$ cat config.mk
export PLATFORM = sky130hd
export DESIGN_NAME = fault_code_blink_display_flat
export DESIGN_NICKNAME = d
export VERILOG_FILES = /design/src/hdl/fcbd_pkg.sv /design/src/hdl/fcbd_if.sv /design/src/hdl/fault_code_blink_display.sv /design/src/hdl/fcbd_digit_split.sv /design/src/hdl/fcbd_blink_fsm.sv /design/src/flat_wrapper.sv
export SDC_FILE = /design/constraint.sdc
export NUM_CORES = 1
export LEC_CHECK = 0
export BUFFER_PORTS_ARGS = -buffer_cell sky130_fd_sc_hd__buf_2
export CORE_ASPECT_RATIO = 1.1
export CORE_UTILIZATION = 68
export DETAILED_ROUTE_END_ITERATION = 8
export GPL_ROUTABILITY_DRIVEN = 0
export HOLD_SLACK_MARGIN = 0.05
export PLACE_DENSITY_LB_ADDON = 0.05
export SLEW_MARGIN = 10
export SYNTH_ARGS = -nofsm -noshare
export SYNTH_HDL_FRONTEND = slang
export SYNTH_HIERARCHICAL = 1
export SYNTH_SLANG_ARGS = --single-unit
$ cat constraint.sdc
create_clock -name clk -period 14.1 [get_ports clk]
set_input_delay 2.82 -clock clk [delete_from_list [all_inputs] [get_ports clk]]
set_output_delay 2.82 -clock clk [all_outputs]
set_load 0.02 [all_outputs]
$ cat src/hdl/fcbd_pkg.sv
`timescale 1ns / 1ps
`default_nettype none
// ----------------------------------------------------------------------------
// fcbd_pkg
// Shared types and constants of the fault code blink display.
// ----------------------------------------------------------------------------
package fcbd_pkg;

	localparam int CODE_W  = 16;
	localparam int CNT_W   = 16;
	localparam int TENS_W  = 14;
	localparam int UNITS_W = 5;
	localparam int PHASE_W = 3;
	localparam int CFG_IDX_W = 2;

	// divide by ten: (x * 0xCCCD) >> 19 is exact for every 16-bit x
	localparam logic [CODE_W-1:0] DIV10_MAGIC = 16'hCCCD;
	localparam int DIV10_SHIFT = 19;

	localparam logic [PHASE_W-1:0] PH_INIT      = 3'd0;
	localparam logic [PHASE_W-1:0] PH_TENS      = 3'd1;
	localparam logic [PHASE_W-1:0] PH_TENS_GAP  = 3'd2;
	localparam logic [PHASE_W-1:0] PH_UNITS     = 3'd3;
	localparam logic [PHASE_W-1:0] PH_UNITS_GAP = 3'd4;

	localparam logic [CFG_IDX_W-1:0] REG_FLASH_HALF = 2'd0;
	localparam logic [CFG_IDX_W-1:0] REG_GAP_TENS   = 2'd1;
	localparam logic [CFG_IDX_W-1:0] REG_GAP_UNITS  = 2'd2;

	localparam logic [CNT_W-1:0] FLASH_HALF_RST = 16'd100;
	localparam logic [CNT_W-1:0] GAP_TENS_RST   = 16'd800;
	localparam logic [CNT_W-1:0] GAP_UNITS_RST  = 16'd2000;

	typedef struct packed {
		logic [CNT_W-1:0] flash_half_period;
		logic [CNT_W-1:0] gap_after_tens;
		logic [CNT_W-1:0] gap_after_units;
	} cfg_t;

endpackage
`default_nettype wire

$ cat src/hdl/fcbd_if.sv
`timescale 1ns / 1ps
`default_nettype none
// ----------------------------------------------------------------------------
// fcbd_if
// Valid/ready channels for fault items, display results and register writes.
// ----------------------------------------------------------------------------
interface fcbd_item_if;
	logic                        valid;
	logic                        ready;
	logic [fcbd_pkg::CODE_W-1:0] core_fault;
	logic [fcbd_pkg::CODE_W-1:0] app_fault;
	logic                        run_active;

	modport source (output valid, output core_fault, output app_fault,
		output run_active, input ready);
	modport sink (input valid, input core_fault, input app_fault,
		input run_active, output ready);
endinterface

interface fcbd_result_if;
	logic                         valid;
	logic                         ready;
	logic                         led_on;
	logic [fcbd_pkg::PHASE_W-1:0] display_phase;

	modport source (output valid, output led_on, output display_phase, input ready);
	modport sink (input valid, input led_on, input display_phase, output ready);
endinterface

interface fcbd_cfg_if;
	logic                           valid;
	logic                           ready;
	logic [fcbd_pkg::CFG_IDX_W-1:0] index;
	logic [fcbd_pkg::CNT_W-1:0]     data;

	modport source (output valid, output index, output data, input ready);
	modport sink (input valid, input index, input data, output ready);
endinterface
`default_nettype wire

$ cat src/hdl/fault_code_blink_display.sv
`timescale 1ns / 1ps
`default_nettype none
// ----------------------------------------------------------------------------
// fault_code_blink_display
// Blinks a fault code on one LED as a tens count and a units digit, one tick per item.
// ----------------------------------------------------------------------------
// Each accepted item is one tick. The block takes one item per clock cycle while
// results are taken, and returns one result per item: an input register
// feeds the divide-by-ten and the blink sequencer, whose state registers hold
// the result until it is taken. A stalled result holds one more item in the
// input register. Registers are written over the cfg channel, always ready,
// and take effect on the next tick.
// ----------------------------------------------------------------------------
module fault_code_blink_display (
	input  wire logic      clk,
	input  wire logic      arst_n,
	fcbd_item_if.sink      item,
	fcbd_result_if.source  result,
	fcbd_cfg_if.sink       cfg
);

	logic                        valid_s1;
	logic [fcbd_pkg::CODE_W-1:0] core_fault_s1;
	logic [fcbd_pkg::CODE_W-1:0] app_fault_s1;
	logic                        run_active_s1;
	logic                        res_valid_q;
	logic                        advance;
	logic                        step;
	fcbd_pkg::cfg_t              cfg_q;

	assign advance     = !res_valid_q || result.ready;
	assign step        = valid_s1 && advance;
	assign item.ready  = !valid_s1 || advance;
	assign cfg.ready   = 1'b1;

	always_ff @(posedge clk or negedge arst_n) begin
		if (!arst_n) begin
			cfg_q.flash_half_period <= fcbd_pkg::FLASH_HALF_RST;
			cfg_q.gap_after_tens    <= fcbd_pkg::GAP_TENS_RST;
			cfg_q.gap_after_units   <= fcbd_pkg::GAP_UNITS_RST;
		end else if (cfg.valid) begin
			case (cfg.index)
				fcbd_pkg::REG_FLASH_HALF: cfg_q.flash_half_period <= cfg.data;
				fcbd_pkg::REG_GAP_TENS:   cfg_q.gap_after_tens    <= cfg.data;
				fcbd_pkg::REG_GAP_UNITS:  cfg_q.gap_after_units   <= cfg.data;
				default: begin
					cfg_q <= cfg_q;
				end
			endcase
		end
	end

	always_ff @(posedge clk or negedge arst_n) begin
		if (!arst_n) begin
			valid_s1    <= 1'b0;
			res_valid_q <= 1'b0;
		end else begin
			if (item.ready)
				valid_s1 <= item.valid;
			if (advance)
				res_valid_q <= valid_s1;
		end
	end

	always_ff @(posedge clk) begin
		if (item.valid && item.ready) begin
			core_fault_s1 <= item.core_fault;
			app_fault_s1  <= item.app_fault;
			run_active_s1 <= item.run_active;
		end
	end

	fcbd_blink_fsm u_fsm (
		.clk           (clk),
		.arst_n        (arst_n),
		.step          (step),
		.core_fault    (core_fault_s1),
		.app_fault     (app_fault_s1),
		.run_active    (run_active_s1),
		.cfg           (cfg_q),
		.led_on        (result.led_on),
		.display_phase (result.display_phase)
	);

	assign result.valid = res_valid_q;

endmodule
`default_nettype wire

$ cat src/hdl/fcbd_digit_split.sv
`timescale 1ns / 1ps
`default_nettype none
// ----------------------------------------------------------------------------
// fcbd_digit_split
// Splits a fault code into its tens count and units digit.
// ----------------------------------------------------------------------------
module fcbd_digit_split (
	input  wire logic [fcbd_pkg::CODE_W-1:0]  code,
	output logic      [fcbd_pkg::TENS_W-1:0]  tens,
	output logic      [fcbd_pkg::UNITS_W-1:0] units
);

	localparam int PROD_W = 2 * fcbd_pkg::CODE_W;
	localparam int QUOT_W = PROD_W - fcbd_pkg::DIV10_SHIFT;

	logic [PROD_W-1:0]           prod;
	logic [QUOT_W-1:0]           quot;
	logic [fcbd_pkg::CODE_W:0]   times_ten;
	logic [fcbd_pkg::CODE_W:0]   rem;

	assign prod      = {{fcbd_pkg::CODE_W{1'b0}}, code}
		* {{fcbd_pkg::CODE_W{1'b0}}, fcbd_pkg::DIV10_MAGIC};
	assign quot      = prod[PROD_W-1:fcbd_pkg::DIV10_SHIFT];
	// q * 10 as q * 8 + q * 2
	assign times_ten = {1'b0, quot, 3'b000} + {3'b000, quot, 1'b0};
	assign rem       = {1'b0, code} - times_ten;
	assign tens      = {{(fcbd_pkg::TENS_W-QUOT_W){1'b0}}, quot};
	assign units     = rem[fcbd_pkg::UNITS_W-1:0];

endmodule
`default_nettype wire

$ cat src/hdl/fcbd_blink_fsm.sv
`timescale 1ns / 1ps
`default_nettype none
// ----------------------------------------------------------------------------
// fcbd_blink_fsm
// Blink sequencer: phase, flash and pause counters, digit counts, LED level.
// ----------------------------------------------------------------------------
module fcbd_blink_fsm (
	input  wire logic                          clk,
	input  wire logic                          arst_n,
	input  wire logic                          step,
	input  wire logic [fcbd_pkg::CODE_W-1:0]   core_fault,
	input  wire logic [fcbd_pkg::CODE_W-1:0]   app_fault,
	input  wire logic                          run_active,
	input  wire fcbd_pkg::cfg_t                cfg,
	output logic                               led_on,
	output logic      [fcbd_pkg::PHASE_W-1:0]  display_phase
);

	localparam int CNT_W = fcbd_pkg::CNT_W;

	logic [fcbd_pkg::PHASE_W-1:0] phase_q, phase_d;
	logic [CNT_W-1:0]             flash_count_q, flash_count_d;
	logic [CNT_W-1:0]             gap_count_q, gap_count_d;
	logic [fcbd_pkg::TENS_W-1:0]  tens_q, tens_d;
	logic [fcbd_pkg::UNITS_W-1:0] units_q, units_d;
	logic                         led_q, led_d;

	logic [fcbd_pkg::CODE_W-1:0]  code;
	logic [fcbd_pkg::TENS_W-1:0]  split_tens;
	logic [fcbd_pkg::UNITS_W-1:0] split_units;
	logic [fcbd_pkg::TENS_W-1:0]  digit;
	logic [fcbd_pkg::TENS_W-1:0]  digit_dec;
	logic                         digit_done;
	logic [CNT_W:0]               flash_n;
	logic                         flash_lit;
	logic                         flash_dark;
	logic [CNT_W:0]               gap_n;
	logic [CNT_W-1:0]             gap_limit;
	logic                         gap_done;

	assign code = (core_fault != '0) ? core_fault : app_fault;

	fcbd_digit_split u_split (
		.code  (code),
		.tens  (split_tens),
		.units (split_units)
	);

	assign digit      = (phase_q == fcbd_pkg::PH_UNITS)
		? {{(fcbd_pkg::TENS_W-fcbd_pkg::UNITS_W){1'b0}}, units_q} : tens_q;
	assign digit_done = (digit <= fcbd_pkg::TENS_W'(1));
	assign digit_dec  = digit_done ? '0 : digit - fcbd_pkg::TENS_W'(1);

	assign flash_n    = {1'b0, flash_count_q} + (CNT_W+1)'(1);
	assign flash_lit  = !flash_n[CNT_W] && (flash_n < {1'b0, cfg.flash_half_period});
	assign flash_dark = !flash_n[CNT_W] && (flash_n < {cfg.flash_half_period, 1'b0});

	assign gap_limit  = (phase_q == fcbd_pkg::PH_UNITS_GAP)
		? cfg.gap_after_units : cfg.gap_after_tens;
	assign gap_n      = {1'b0, gap_count_q} + (CNT_W+1)'(1);
	assign gap_done   = gap_n > {1'b0, gap_limit};

	always_comb begin
		phase_d       = phase_q;
		flash_count_d = flash_count_q;
		gap_count_d   = gap_count_q;
		tens_d        = tens_q;
		units_d       = units_q;
		led_d         = led_q;
		if (code != '0) begin
			case (phase_q)
				fcbd_pkg::PH_INIT: begin
					tens_d  = split_tens;
					units_d = split_units;
					phase_d = fcbd_pkg::PH_TENS;
				end
				fcbd_pkg::PH_TENS, fcbd_pkg::PH_UNITS: begin
					if (flash_lit) begin
						flash_count_d = flash_n[CNT_W-1:0];
						led_d         = 1'b1;
					end else if (flash_dark) begin
						flash_count_d = flash_n[CNT_W-1:0];
						led_d         = 1'b0;
					end else begin
						flash_count_d = '0;
						if (phase_q == fcbd_pkg::PH_UNITS) begin
							units_d = digit_dec[fcbd_pkg::UNITS_W-1:0];
							if (digit_done)
								phase_d = fcbd_pkg::PH_UNITS_GAP;
						end else begin
							tens_d = digit_dec;
							if (digit_done)
								phase_d = fcbd_pkg::PH_TENS_GAP;
						end
					end
				end
				fcbd_pkg::PH_TENS_GAP, fcbd_pkg::PH_UNITS_GAP: begin
					led_d = 1'b0;
					if (gap_done) begin
						gap_count_d = '0;
						phase_d = (phase_q == fcbd_pkg::PH_TENS_GAP)
							? fcbd_pkg::PH_UNITS : fcbd_pkg::PH_INIT;
					end else begin
						gap_count_d = gap_n[CNT_W-1:0];
					end
				end
				default: begin
					phase_d = phase_q;
				end
			endcase
		end else begin
			led_d = ~run_active;
		end
	end

	always_ff @(posedge clk or negedge arst_n) begin
		if (!arst_n) begin
			phase_q       <= fcbd_pkg::PH_INIT;
			flash_count_q <= '0;
			gap_count_q   <= '0;
			tens_q        <= '0;
			units_q       <= '0;
			led_q         <= 1'b0;
		end else if (step) begin
			phase_q       <= phase_d;
			flash_count_q <= flash_count_d;
			gap_count_q   <= gap_count_d;
			tens_q        <= tens_d;
			units_q       <= units_d;
			led_q         <= led_d;
		end
	end

	assign led_on        = led_q;
	assign display_phase = phase_q;

endmodule
`default_nettype wire
$ cat src/flat_wrapper.sv
// flat-port wrapper written by rule: the top's interface ports become plain ports
module fault_code_blink_display_flat 
  (clk, arst_n, item_valid, item_core_fault, item_app_fault, item_run_active, item_ready, result_valid, result_led_on, result_display_phase, result_ready, cfg_valid, cfg_index, cfg_data, cfg_ready);
  fcbd_item_if item_i ();
  fcbd_result_if result_i ();
  fcbd_cfg_if cfg_i ();
  input  wire logic clk;
  input  wire logic arst_n;
  input wire logic [$bits(item_i.valid)-1:0] item_valid;
  input wire logic [$bits(item_i.core_fault)-1:0] item_core_fault;
  input wire logic [$bits(item_i.app_fault)-1:0] item_app_fault;
  input wire logic [$bits(item_i.run_active)-1:0] item_run_active;
  output wire logic [$bits(item_i.ready)-1:0] item_ready;
  output wire logic [$bits(result_i.valid)-1:0] result_valid;
  output wire logic [$bits(result_i.led_on)-1:0] result_led_on;
  output wire logic [$bits(result_i.display_phase)-1:0] result_display_phase;
  input wire logic [$bits(result_i.ready)-1:0] result_ready;
  input wire logic [$bits(cfg_i.valid)-1:0] cfg_valid;
  input wire logic [$bits(cfg_i.index)-1:0] cfg_index;
  input wire logic [$bits(cfg_i.data)-1:0] cfg_data;
  output wire logic [$bits(cfg_i.ready)-1:0] cfg_ready;
  assign item_i.valid = item_valid;
  assign item_i.core_fault = item_core_fault;
  assign item_i.app_fault = item_app_fault;
  assign item_i.run_active = item_run_active;
  assign item_ready = item_i.ready;
  assign result_valid = result_i.valid;
  assign result_led_on = result_i.led_on;
  assign result_display_phase = result_i.display_phase;
  assign result_i.ready = result_ready;
  assign cfg_i.valid = cfg_valid;
  assign cfg_i.index = cfg_index;
  assign cfg_i.data = cfg_data;
  assign cfg_ready = cfg_i.ready;
  fault_code_blink_display u_core (.clk(clk), .arst_n(arst_n), .item(item_i), .result(result_i), .cfg(cfg_i));
endmodule
### After elaboration in Yosys (flattened, before gate mapping)

Cells that the tools add are included.

| cells by class | value |
|---|---|
| $add $sub $neg | 5 |
| multipliers | 1 |
| magnitude comparators | 4 |
| equality and inequality tests | 14 |
| mux-type cells | 27 |
| bitwise operators | 1 |
| reductions and logical operators | 26 |

Operator list:

| operator | count |
|---|---|
| two-way mux 16 bit | 5 |
| two-way mux 14 bit | 5 |
| adder 16 x 1 -> 17 bit (second input constant) | 2 |
| multiplier 16 x 16 -> 32 bit (second input constant) | 1 |
| nonzero test 16 bit | 2 |
| one-hot mux 14 bit (2 select lines) | 1 |
| two-way mux 3 bit | 6 |
| > comparator 17 x 16 -> 1 bit | 1 |
| < comparator 17 x 16 -> 1 bit | 1 |
| < comparator 17 bit | 1 |
| two-way mux 5 bit | 3 |
| <= comparator 14 x 1 -> 1 bit (second input constant) | 1 |
| subtractor 14 x 1 -> 14 bit (second input constant) | 1 |
| inequality test 2 bit (second input constant) | 6 |
| AND reduction 6 bit | 2 |
| one-hot mux 5 bit (2 select lines) | 1 |
| one-hot mux 3 bit (3 select lines) | 1 |
| AND reduction 3 bit | 3 |
| AND reduction 7 bit | 1 |
| == test 3 x 2 -> 1 bit (second input constant) | 2 |
| AND reduction 2 bit | 3 |
| adder 5 bit | 1 |
| subtractor 5 bit | 1 |
| logical AND 1 bit | 4 |
| 17 further kinds | 23 |

| word-level totals | value |
|---|---|
| register bits | 138 |
| bits of input ports | 56 |
| output and inout port bits | 7 |
| logic and storage cells | 92 |

### Depth between registers and ports, before layout

Gate-level depths: netlist (run 1).

| depth | value |
|---|---|
| word-level depth | 8 |
| gate-level depth with buffers | 32 |

### Cells and area by module

Netlist (run 1), hierarchy kept.

By module, submodules not included:

| module | instances | cells an instance | area each (µm²) | sequential area each (µm²) |
|---|---|---|---|---|
| fcbd_blink_fsm | 1 | 622 | 5116.2 | 1376.3 |
| fcbd_digit_split | 1 | 504 | 4780.8 | 0.0 |
| fault_code_blink_display | 1 | 145 | 2921.6 | 2257.2 |

### Worst setup path after synthesis (run 1)

No wires, ideal clock.

| timing | value |
|---|---|
| path kind | reg2reg |
| start point | register u_core/core_fault_s1[11] (netlist bit) |
| end point | register u_core/u_fsm/units_q[4] (netlist bit) |
| data arrival time | 7.475 ns |
| slack | 6.499 ns |
| cell stages (with the launch flop) | 32 |
| buffers on the path | 2 |
| clock period less this slack | 7.601 ns |
| cell sequence | edfxtp_1 > nor4_1 > and4_1 > clkbuf_1 > clkbuf_1 > a21o_1 > ha_1 > inv_1 > fa_1 > inv_1 > fa_1 > fa_1 > fa_1 > inv_1 > fa_1 > inv_1 > ha_1 > nand4_1 > a21oi_1 > o21ai_0 > o21bai_1 > nand3_1 > nand2_1 > xnor2_1 > fa_1 > ha_1 > a21oi_1 > xnor2_1 > xnor2_1 > a21oi_1 > nor4_1 > a311o_1 |

| between the ends | value |
|---|---|
| word-level cells in the longest chain between the ends | 6 |
| elaborated cells on any way between the ends | 8 |
| classes of those cells | add/sub: 2; mul: 1; mux: 2; reduce/logical: 3 |

RTL lines:

| what | RTL line | text |
|---|---|---|
| start: declaration | fault_code_blink_display.sv:23 | `logic [fcbd_pkg::CODE_W-1:0] core_fault_s1;` |
| start signal: assignment | fault_code_blink_display.sv:67 | `core_fault_s1 <= item.core_fault;` |
| nonzero test 16 bit | fcbd_blink_fsm.sv:41 | `assign code = (core_fault != '0) ? core_fault : app_fault;` |
| two-way mux 16 bit | fcbd_blink_fsm.sv:41 |  |
| net u_core.u_fsm.code (one bit) | fcbd_blink_fsm.sv:28 | `logic [fcbd_pkg::CODE_W-1:0] code;` |
| multiplier 16 x 16 -> 32 bit | fcbd_digit_split.sv:22 | `* {{fcbd_pkg::CODE_W{1'b0}}, fcbd_pkg::DIV10_MAGIC};` |
| adder 5 bit | fcbd_digit_split.sv:25 | `assign times_ten = {1'b0, quot, 3'b000} + {3'b000, quot, 1'b0};` |
| subtractor 5 bit | fcbd_digit_split.sv:26 | `assign rem = {1'b0, code} - times_ten;` |
| net u_core.u_fsm.split_units (one bit) | fcbd_blink_fsm.sv:30 | `logic [fcbd_pkg::UNITS_W-1:0] split_units;` |
| one-hot mux 5 bit (2 select lines) | fcbd_blink_fsm.sv:71 | `case (phase_q)` |
| end signal: assignment | fcbd_blink_fsm.sv:129 | `units_q <= units_d;` |
| end: declaration | fcbd_blink_fsm.sv:25 | `logic [fcbd_pkg::UNITS_W-1:0] units_q, units_d;` |

The timed path passes the listed nets, and every way through them passes these cells.
A chain may end at the register's enable or synchronous reset.

### Worst setup path in the final report (run 1)

| timing | value |
|---|---|
| start point | register u_core/core_fault_s1[0] (netlist bit) |
| end point | register u_core/u_fsm/units_q[4] (netlist bit) |

| between the ends | value |
|---|---|
| word-level cells in the longest chain between the ends | 6 |
| elaborated cells on any way between the ends | 8 |
| classes of those cells | add/sub: 2; mul: 1; mux: 2; reduce/logical: 3 |

RTL lines:

| what | RTL line | text |
|---|---|---|
| nonzero test 16 bit | fcbd_blink_fsm.sv:41 |  |
| two-way mux 16 bit | fcbd_blink_fsm.sv:41 |  |
| net u_core.u_fsm.code (one bit) | fcbd_blink_fsm.sv:28 |  |
| multiplier 16 x 16 -> 32 bit | fcbd_digit_split.sv:22 |  |
| net u_core.u_fsm.split_tens (one bit) | fcbd_blink_fsm.sv:29 | `logic [fcbd_pkg::TENS_W-1:0] split_tens;` |
| adder 5 bit | fcbd_digit_split.sv:25 |  |
| subtractor 5 bit | fcbd_digit_split.sv:26 |  |
| net u_core.u_fsm.split_units (one bit) | fcbd_blink_fsm.sv:30 |  |
| one-hot mux 5 bit (2 select lines) | fcbd_blink_fsm.sv:71 |  |

The timed path passes the listed nets, and every way through them passes these cells.

==> results.yml, run 1 <==
detailed_routing:
  detail_route.vias_per_cell: 6.06
  dr_total_vias: 9599
  detail_route.first_pass.iterations: 6
  drt_first_iter_violations: 569
  drt-total-wl_um: 29900
  ant_nets: 0
  drc_errors: 0
  wl_per_cell_um: 18.9
sta:
  worst_pin_slew_ps: 931
  timing.slew.headroom: 0.379
  fin_worst_skew_ps: 11.3
  fin_setup_tns_ps: 0
  post-route-min-period_ps: 8580
  grt_setup_unrepaired: "no"
  max_clock_freq_ghz: 0.117
  post-route-period-util: 0.608
  count_of_final_setup_violators: 0
  final-hold-violation-count: 0
  hold-worst-slack_ps: 483
  finalMaxSlewViolations: 0
critical_path:
  critical_path.reg2reg.endpoint: "u_core/u_fsm/units_q[4]$_DFFE_PN0P_"
  critPathMostFrequentCell: "sky130_fd_sc_hd__fa_1"
  critical_path_class: "reg2reg"
  cp_slowest_cell: "sky130_fd_sc_hd__and4_1"
  path_max_fanout: 16
  worst_ep_arrival_time_ps: 8880
  critPathLaunchType: "flip-flop"
  worst-r2r-cell-count: 28
  flop_to_flop_setup_slack_ps: 5520
  slowest_stage_delay_cp_ps: 600
  crit-reg2reg-launch: "u_core/core_fault_s1[0]$_DFFE_PP_"
  worst_ep_required_time_ps: 14410
  cp-end-kind: "flip-flop"
yosys:
  number_of_synthesized_register_bits: 138
  yosys.cell_types.count: 81
  synth_async_sr_flop_share: 0.761
  synth_seq_area_share: 0.283
  synthTopCellsByArea: "sky130_fd_sc_hd__dfrtp_1 (18%), sky130_fd_sc_hd__ha_1 (18%), sky130_fd_sc_hd__fa_1 (13%), sky130_fd_sc_hd__edfxtp_1 (7.7%), sky130_fd_sc_hd__inv_1 (5.4%)"
  syn-instance-count: 1271
  synth_enable_flop_cells: 33
  synth_largest_area_cell: "sky130_fd_sc_hd__dfrtp_1"
  netlist.area_leader.share: 0.182
  synth.cell_area_sq_mm: 0.0128
  postSynthAreaPerCell_sq_um: 10.1
  postSynth.topFlopCell: "sky130_fd_sc_hd__dfrtp_1"
  postSynthNetCount: 1592
  synth.yosys.warnings: 6
clocking:
  cts_sinks: 138
  cts.path.max_buffers: 2
  cts_root_buf: "sky130_fd_sc_hd__clkbuf_16"
  cts.clk_slew.worst_paths_ps: 60
  post_cts_resized: 0
  cts_tree: "yes"
  postCtsSetupBuffers: 0
  clock_insertion_delay_worst_skew_ps: 430
  cts_buffers: 17
  holdBufCountCts: 0
  cts.htree.levels: 4
place:
  post_dp_cell_area_sq_mm: 0.0133
  dpl.cell_count: 1543
  estimated_wirelength_of_the_detail_placed_design_um: 23800
  port_buffers: 61
cells_and_area:
  final_layout_size_suffix_gt1_frac: 0.142
  seqCellArea_sq_mm: 0.00363
  finish.instance_area_sq_mm: 0.0139
  stdcell_count: 1585
  layout.cells.most_common: "sky130_fd_sc_hd__ha_1"
  multiInputGateArea_sq_mm: 0.00830
  syn2layout_area_growth_pct: 8.14
  most-common-layout-cells: "sky130_fd_sc_hd__ha_1 (184), sky130_fd_sc_hd__inv_1 (183), sky130_fd_sc_hd__dfrtp_1 (93)"
  nets: 1640
  num-fill-cells: 1339
min_path:
  worst_hold_path.endpoint: "u_core/result.valid$_DFFE_PN0P_"
  worst_hold_startpoint: "u_core/valid_s1$_DFFE_PN0P_"
  worst_hold_path_type: "reg2reg"
  holdPathStages: 1
die:
  io-pin-count: 63
  rows: 52
  floorplan.die.height_um: 146
  coreArea_sq_mm: 0.0184
  die_area_sq_mm: 0.0194
  initial_core_util: 0.696
  fp.dieW_um: 133
power_and_ir_drop:
  p_leak_uw: 0.00683
  finalPower_uw: 3560
  power.share.combinational: 0.726
  seq_power_share: 0.153
  swShare: 0.490
  p_int_uw: 1810
  clock_power_share: 0.121
  max-vdd-ir-drop_mv: 0.428
  power_density_mw_per_mm2: 257
  p_switching_uw: 1740
global_routing:
  grt_antenna_before_repair: 11
  grt_use_total: 0.330
  grt_max_degree: 69
  grt.overflow.total: 0
  grt_pass1_wl_um: 49800
  grt_pass1_vias: 10000
run:
  number_of_max_cap_violations: 0
outcome:
  run_status: "finished clean"
==> power groups by stage <==
stage               Sequential, uW  Combinational (uW)  Clock (uW)
finish                         546                2580         430
global route                   557                2890         450
global placement               549                2460           0
detailed placement             551                2530           0
floorplan                      530                2030           0
CTS                            544                2560         436
==> layout make-up <==
type | count | area share
Timing Repair Buffer | 66 | 0.0249
Clock inverter | 15 | 0.0104
Sequential cell | 138 | 0.262
Tap cell | 243 | 0.0219
Clock buffer | 17 | 0.0307
Antenna cell | 10 | 0.00181
Inverter | 183 | 0.0496
Multi-Input combinational cell | 913 | 0.599
==> worst max-delay path, delay by kind of cell, from the launching register on <==
family                     cells  cell delay (ps)
xor gates and xnor gates       3              660
adders and majority gates      9             3990
and+or+nand+nor                4             1290
AOI/OAI and AO/OA              7             1770
DFF                            1              380
buffers and inverters          5              360
==> synth_stat cells (3+ instances only) <==
| cell | instances |
|---|---|
| sky130_fd_sc_hd__dfstp_2 | 12 |
| sky130_fd_sc_hd__a22oi_1 | 4 |
| sky130_fd_sc_hd__mux2_2 | 53 |
| sky130_fd_sc_hd__a311o_1 | 4 |
| sky130_fd_sc_hd__o21ai_0 | 49 |
| sky130_fd_sc_hd__o2bb2ai_1 | 3 |
| sky130_fd_sc_hd__o2111ai_1 | 3 |
| sky130_fd_sc_hd__o21bai_1 | 5 |
| sky130_fd_sc_hd__nand2_1 | 91 |
| sky130_fd_sc_hd__ha_1 | 184 |
| sky130_fd_sc_hd__o31ai_1 | 6 |
| sky130_fd_sc_hd__buf_2 | 10 |
| sky130_fd_sc_hd__a32o_1 | 3 |
| sky130_fd_sc_hd__nand3_1 | 29 |
| sky130_fd_sc_hd__o22ai_1 | 4 |
| sky130_fd_sc_hd__o211ai_1 | 5 |
| sky130_fd_sc_hd__buf_6 | 3 |
| sky130_fd_sc_hd__a21o_1 | 31 |
| sky130_fd_sc_hd__or2_2 | 6 |
| sky130_fd_sc_hd__edfxtp_1 | 33 |
| sky130_fd_sc_hd__dfrtp_1 | 93 |
| sky130_fd_sc_hd__nor4_1 | 18 |
| sky130_fd_sc_hd__or3_1 | 6 |
| sky130_fd_sc_hd__inv_1 | 183 |
| sky130_fd_sc_hd__mux2i_1 | 20 |
| sky130_fd_sc_hd__nor3_1 | 19 |
| sky130_fd_sc_hd__xnor2_1 | 34 |
| sky130_fd_sc_hd__a21oi_1 | 40 |
| sky130_fd_sc_hd__a31oi_1 | 9 |
| sky130_fd_sc_hd__nand4_1 | 9 |
| sky130_fd_sc_hd__o21a_1 | 3 |
| sky130_fd_sc_hd__a21boi_0 | 4 |
| sky130_fd_sc_hd__fa_1 | 81 |
| sky130_fd_sc_hd__nor2_1 | 59 |
| sky130_fd_sc_hd__nand2b_1 | 4 |
| sky130_fd_sc_hd__a211oi_1 | 8 |
| sky130_fd_sc_hd__xor2_1 | 29 |
| sky130_fd_sc_hd__nor2b_1 | 8 |
| sky130_fd_sc_hd__and2_1 | 6 |
| sky130_fd_sc_hd__a211o_1 | 4 |
| sky130_fd_sc_hd__clkbuf_1 | 15 |
| sky130_fd_sc_hd__a22o_1 | 13 |
| sky130_fd_sc_hd__buf_4 | 5 |
| sky130_fd_sc_hd__and3_1 | 14 |
| sky130_fd_sc_hd__a31o_2 | 3 |
==> cells by family after synthesis <==
kind of cell	after synthesis	synth area share
flip-flops	138	0.283
XOR/XNOR	63	0.0430
other	2	0.000586
adder cells (fa/ha/maj)	265	0.306
multiplexers	73	0.0622
AND/OR/NAND/NOR	286	0.113
buffers and inverters	220	0.0696
AO/OA/AOI/OAI	224	0.122
==> how the worst max path moves through the flow <==
stage | depth (start not counted) | from | endpoint | slack [ps]
finish | 28 | u_core/core_fault_s1[0]$_DFFE_PP_ | u_core/u_fsm/units_q[4]$_DFFE_PN0P_ | 5520
global route | 26 | u_core/core_fault_s1[0]$_DFFE_PP_ | u_core/u_fsm/units_q[4]$_DFFE_PN0P_ | 5040
CTS | 28 | u_core/core_fault_s1[11]$_DFFE_PP_ | u_core/u_fsm/units_q[4]$_DFFE_PN0P_ | 5650
floorplan | 31 | u_core/core_fault_s1[11]$_DFFE_PP_ | u_core/u_fsm/units_q[4]$_DFFE_PN0P_ | 6500
detailed placement | 28 | u_core/core_fault_s1[11]$_DFFE_PP_ | u_core/u_fsm/units_q[4]$_DFFE_PN0P_ | 5690
global placement | 26 | u_core/core_fault_s1[11]$_DFFE_PP_ | u_core/u_fsm/units_q[4]$_DFFE_PN0P_ | 6010
==> routing by layer <==
| metal | wire length, um | global-route usage | up-vias |
|---|---|---|---|
| met3 | 1460 | 0.0568 | 102 |
| met5 | 29 | 0 | - |
| met1 | 12100 | 0.393 | 4685 |
| met2 | 15100 | 0.580 | 279 |
| met4 | 1260 | 0.153 | 4 |
| li1 | - | - | 4529 |
==> metrics by stage <==
stage / setup WS, ps / util
floorplan: 6500 / -
global placement: 6010 / 0.721
detailed placement: 5690 / 0.721
CTS: 5650 / 0.751
global route: 5040 / 0.752
finish: 5520 / 0.753
==> registers in the layout (all words and copies together) (netlist names) <==
signal                      flops
u_core/u_fsm/flash_count_q     16
u_core/result.valid             1
u_core/u_fsm/gap_count_q       16
u_core/u_fsm/display_phase      3
u_core/u_fsm/led_on             1
u_core/app_fault_s1            16
u_core/cfg_q                   48
u_core/run_active_s1            1
u_core/valid_s1                 1
u_core/u_fsm/tens_q            14
u_core/core_fault_s1           16
u_core/u_fsm/units_q            5
(Power assumes the default switching activity.)
==> inputs of run 2 (changes only) <==
--- a/config.mk
+++ b/config.mk
@@ -5,9 +5,10 @@
 export SDC_FILE = /design/constraint.sdc
 export NUM_CORES = 1
 export LEC_CHECK = 0
+export ABC_AREA = 1
 export BUFFER_PORTS_ARGS = -buffer_cell sky130_fd_sc_hd__buf_2
 export CORE_ASPECT_RATIO = 1.1
-export CORE_UTILIZATION = 68
+export CORE_UTILIZATION = 64
 export DETAILED_ROUTE_END_ITERATION = 8
 export GPL_ROUTABILITY_DRIVEN = 0
 export HOLD_SLACK_MARGIN = 0.05
==> constraint.sdc (replaced) <==
create_clock -name clk -period 8.73 [get_ports clk]
set_input_delay 1.746 -clock clk [delete_from_list [all_inputs] [get_ports clk]]
set_output_delay 1.746 -clock clk [all_outputs]
set_load 0.02 [all_outputs]
==> results.yml, run 2 <==
sta:
  max_clock_freq_ghz: 0.127
  final-hold-violation-count: 0
  finalMaxSlewViolations: 0
  post-route-min-period_ps: 7870
  worst_pin_slew_ps: 1190
  timing.slew.headroom: 0.203
  fin_setup_tns_ps: 0
  count_of_final_setup_violators: 0
  grt_setup_unrepaired: "no"
  post-route-period-util: 0.902
  fin_worst_skew_ps: 12.4
yosys:
  yosys.cell_types.count: 57
  synth_largest_area_cell: "sky130_fd_sc_hd__dfrtp_1"
  synth-compound-area-share: 0.0497
  synth_async_sr_flop_share: 0.761
  synth_seq_area_share: 0.261
  synth_enable_flop_cells: 33
  synthTopCellsByArea: "sky130_fd_sc_hd__dfrtp_1 (17%), sky130_fd_sc_hd__ha_1 (17%), sky130_fd_sc_hd__nand2_1 (12%), sky130_fd_sc_hd__fa_1 (12%), sky130_fd_sc_hd__inv_1 (7.9%)"
  dominant_combinational_cell_family_by_area_after_synthesis: "adder cells"
  number_of_synthesized_register_bits: 138
  syn-instance-count: 1720
  synth.yosys.warnings: 6
  synth.cell_area_sq_mm: 0.0139
  postSynthNetCount: 2041
  synth_common_cells: "sky130_fd_sc_hd__nand2_1 (460), sky130_fd_sc_hd__inv_1 (293), sky130_fd_sc_hd__ha_1 (184)"
  portion_of_netlist_area_occupied_by_mux_cells: 0.0108
  postSynthAreaPerCell_sq_um: 8.09
  netlist.area_leader.share: 0.167
  synth_simple_gate_area_share: 0.263
  synthesized_area_fraction_occupied_by_xor_and_xnor_cells: 0.0307
  post_synth_fa_ha_maj_area_fraction: 0.282
  postSynth.topFlopCell: "sky130_fd_sc_hd__dfrtp_1"
  yosysMostFrequentCell: "sky130_fd_sc_hd__nand2_1"
critical_path:
  cpLargestDelayFamily: "adder cells"
  path_buf_inv: 5
  critical_path_class: "reg2reg"
  worst_ep_arrival_time_ps: 8190
  path_max_fanout: 17
  cp_slowest_cell: "sky130_fd_sc_hd__fa_1"
  worst_ep_required_time_ps: 9040
  critPathLaunchType: "flip-flop"
  slowest_stage_delay_cp_ps: 550
  cp-end-kind: "flip-flop"
  critPathMostFrequentCell: "sky130_fd_sc_hd__nand2_1"
die:
  fp.dieW_um: 143
  die_area_sq_mm: 0.0223
  coreArea_sq_mm: 0.0213
  rows: 56
  floorplan.die.height_um: 157
  initial_core_util: 0.653
  io-pin-count: 63
min_path:
  worst_hold_path_type: "reg2reg"
cells_and_area:
  nets: 2091
  largest_register: "u_core/cfg_q"
  number_of_flip_flops_under_the_largest_register_name: 48
  final_layout_size_suffix_gt1_frac: 0.116
  most-common-layout-cells: "sky130_fd_sc_hd__nand2_1 (460), sky130_fd_sc_hd__inv_1 (293), sky130_fd_sc_hd__ha_1 (184)"
  ant_diodes: 0
  layout.cells.most_common: "sky130_fd_sc_hd__nand2_1"
  num-fill-cells: 1818
  stdcell_count: 2073
  final_util: 0.702
  syn2layout_area_growth_pct: 7.43
global_routing:
  grt_max_degree: 79
  grt_antenna_before_repair: 0
  grt.overflow.total: 0
  grt_pass1_vias: 10900
  grt_use_total: 0.313
  grt_pass1_wl_um: 53400
clocking:
  cts_tree: "yes"
  cts.path.max_buffers: 2
  cts_sinks: 138
  cts_buffers: 17
  cts.clk_slew.worst_paths_ps: 70
  cts_root_buf: "sky130_fd_sc_hd__clkbuf_16"
  holdBufCountCts: 0
  postCtsSetupBuffers: 0
  cts.htree.levels: 4
  post_cts_resized: 0
  clock_insertion_delay_worst_skew_ps: 430
detailed_routing:
  detail_route.vias_per_cell: 5.46
  wl_per_cell_um: 16.2
  drt_first_iter_violations: 712
  drc_errors: 0
  drt-total-wl_um: 33500
  dr_total_vias: 11300
  detail_route.first_pass.iterations: 5
  ant_nets: 0
place:
  port_buffers: 61
  estimated_wirelength_of_the_detail_placed_design_um: 27000
  dpl.cell_count: 2041
run:
  number_of_max_cap_violations: 0
outcome:
  run_status: "finished clean"
[run 2: changes by cell type after synthesis, sizes merged, moves of 14 or more]
cell / previous run / this run
a21o: 31 / 10
and3: 14 / 0
clkbuf: 18 / 4
inv: 183 / 303
mux2: 53 / 0
nand2: 91 / 489
nand3: 30 / 115
nand4: 9 / 49
nor2: 59 / 117
nor4: 19 / 2
xnor2: 34 / 13
[run 2: area by class of cell]
class | instances | area, sq um | share of cell area
timing repair buffer | 64 | 330 | 0.0221
inverter | 305 | 1160 | 0.0775
clock buffer | 17 | 425 | 0.0284
sequential | 138 | 3630 | 0.243
tap | 290 | 363 | 0.0243
multi-input combinational | 1244 | 8860 | 0.593
clock inverter | 15 | 179 | 0.0120
[run 2: per-stage QoR]
stage | hold slack, ps | instance area (sq um) | worst slack (ps)
2_1_floorplan | 434 | 13900 | 1690
6_report | 467 | 15000 | 856
3_3_place_gp | 448 | 14400 | 1170
3_5_place_dp | 453 | 14400 | 923
5_1_grt | 478 | 15000 | 423
4_1_cts | 463 | 15000 | 906
[run 2: worst paths after layout]
check | slack, ps | startpoint | endpoint | cells past startpoint
worst max-delay path | 860 | u_core/core_fault_s1[4]$_DFFE_PP_ | u_core/u_fsm/units_q[4]$_DFFE_PN0P_ | 39
worst min-delay path | 470 | u_core/cfg_q[7]$_DFFE_PN1P_ | u_core/cfg_q[7]$_DFFE_PN1P_ | 2
worst max register to register | 860 | u_core/core_fault_s1[4]$_DFFE_PP_ | u_core/u_fsm/units_q[4]$_DFFE_PN0P_ | 39
worst min register to register | 470 | u_core/cfg_q[7]$_DFFE_PN1P_ | u_core/cfg_q[7]$_DFFE_PN1P_ | 2
max in group asynchronous | 6180 | arst_n | u_core/u_fsm/led_on$_DFFE_PN0P_ | 2
min in group asynchronous | 1220 | arst_n | u_core/u_fsm/flash_count_q[7]$_DFFE_PN0P_ | 1
[run 2: worst register-to-register path: cells and delay by family, from the launching register on]
| kind | cells | cell delay (ps) |
|---|---|---|
| AOI/OAI and AO/OA | 4 | 540 |
| xor gates and xnor gates | 2 | 380 |
| and+or+nand+nor | 19 | 2160 |
| adders and majority gates | 9 | 3900 |
| buffers and inverters | 5 | 370 |
| DFF | 1 | 410 |
[run 2: kinds of logic (layout without fill, tap and decap cells)]
kind of cell               count (synthesis)  in the layout
and+or+nand+nor                          795            795
buffers and inverters                    338            401
adders and majority gates                265            265
DFF                                      138            138
AOI/OAI and AO/OA                        119            119
xor gates and xnor gates                  48             48
muxes                                     15             15
other                                      2              2
[run 2: layer usage]
| metal | track usage | wire length, um | part of all wire |
|---|---|---|---|
| met2 | 0.555 | 17000 | 0.51 |
| met3 | 0.0477 | 1760 | 0.052 |
| met5 | 0 | 0 | 0 |
| met1 | 0.380 | 13700 | 0.41 |
| met4 | 0.121 | 993 | 0.030 |
Power of run 2 is not shown: default switching activity piles up to over one toggle a cycle in this logic, so the estimate is an artifact.
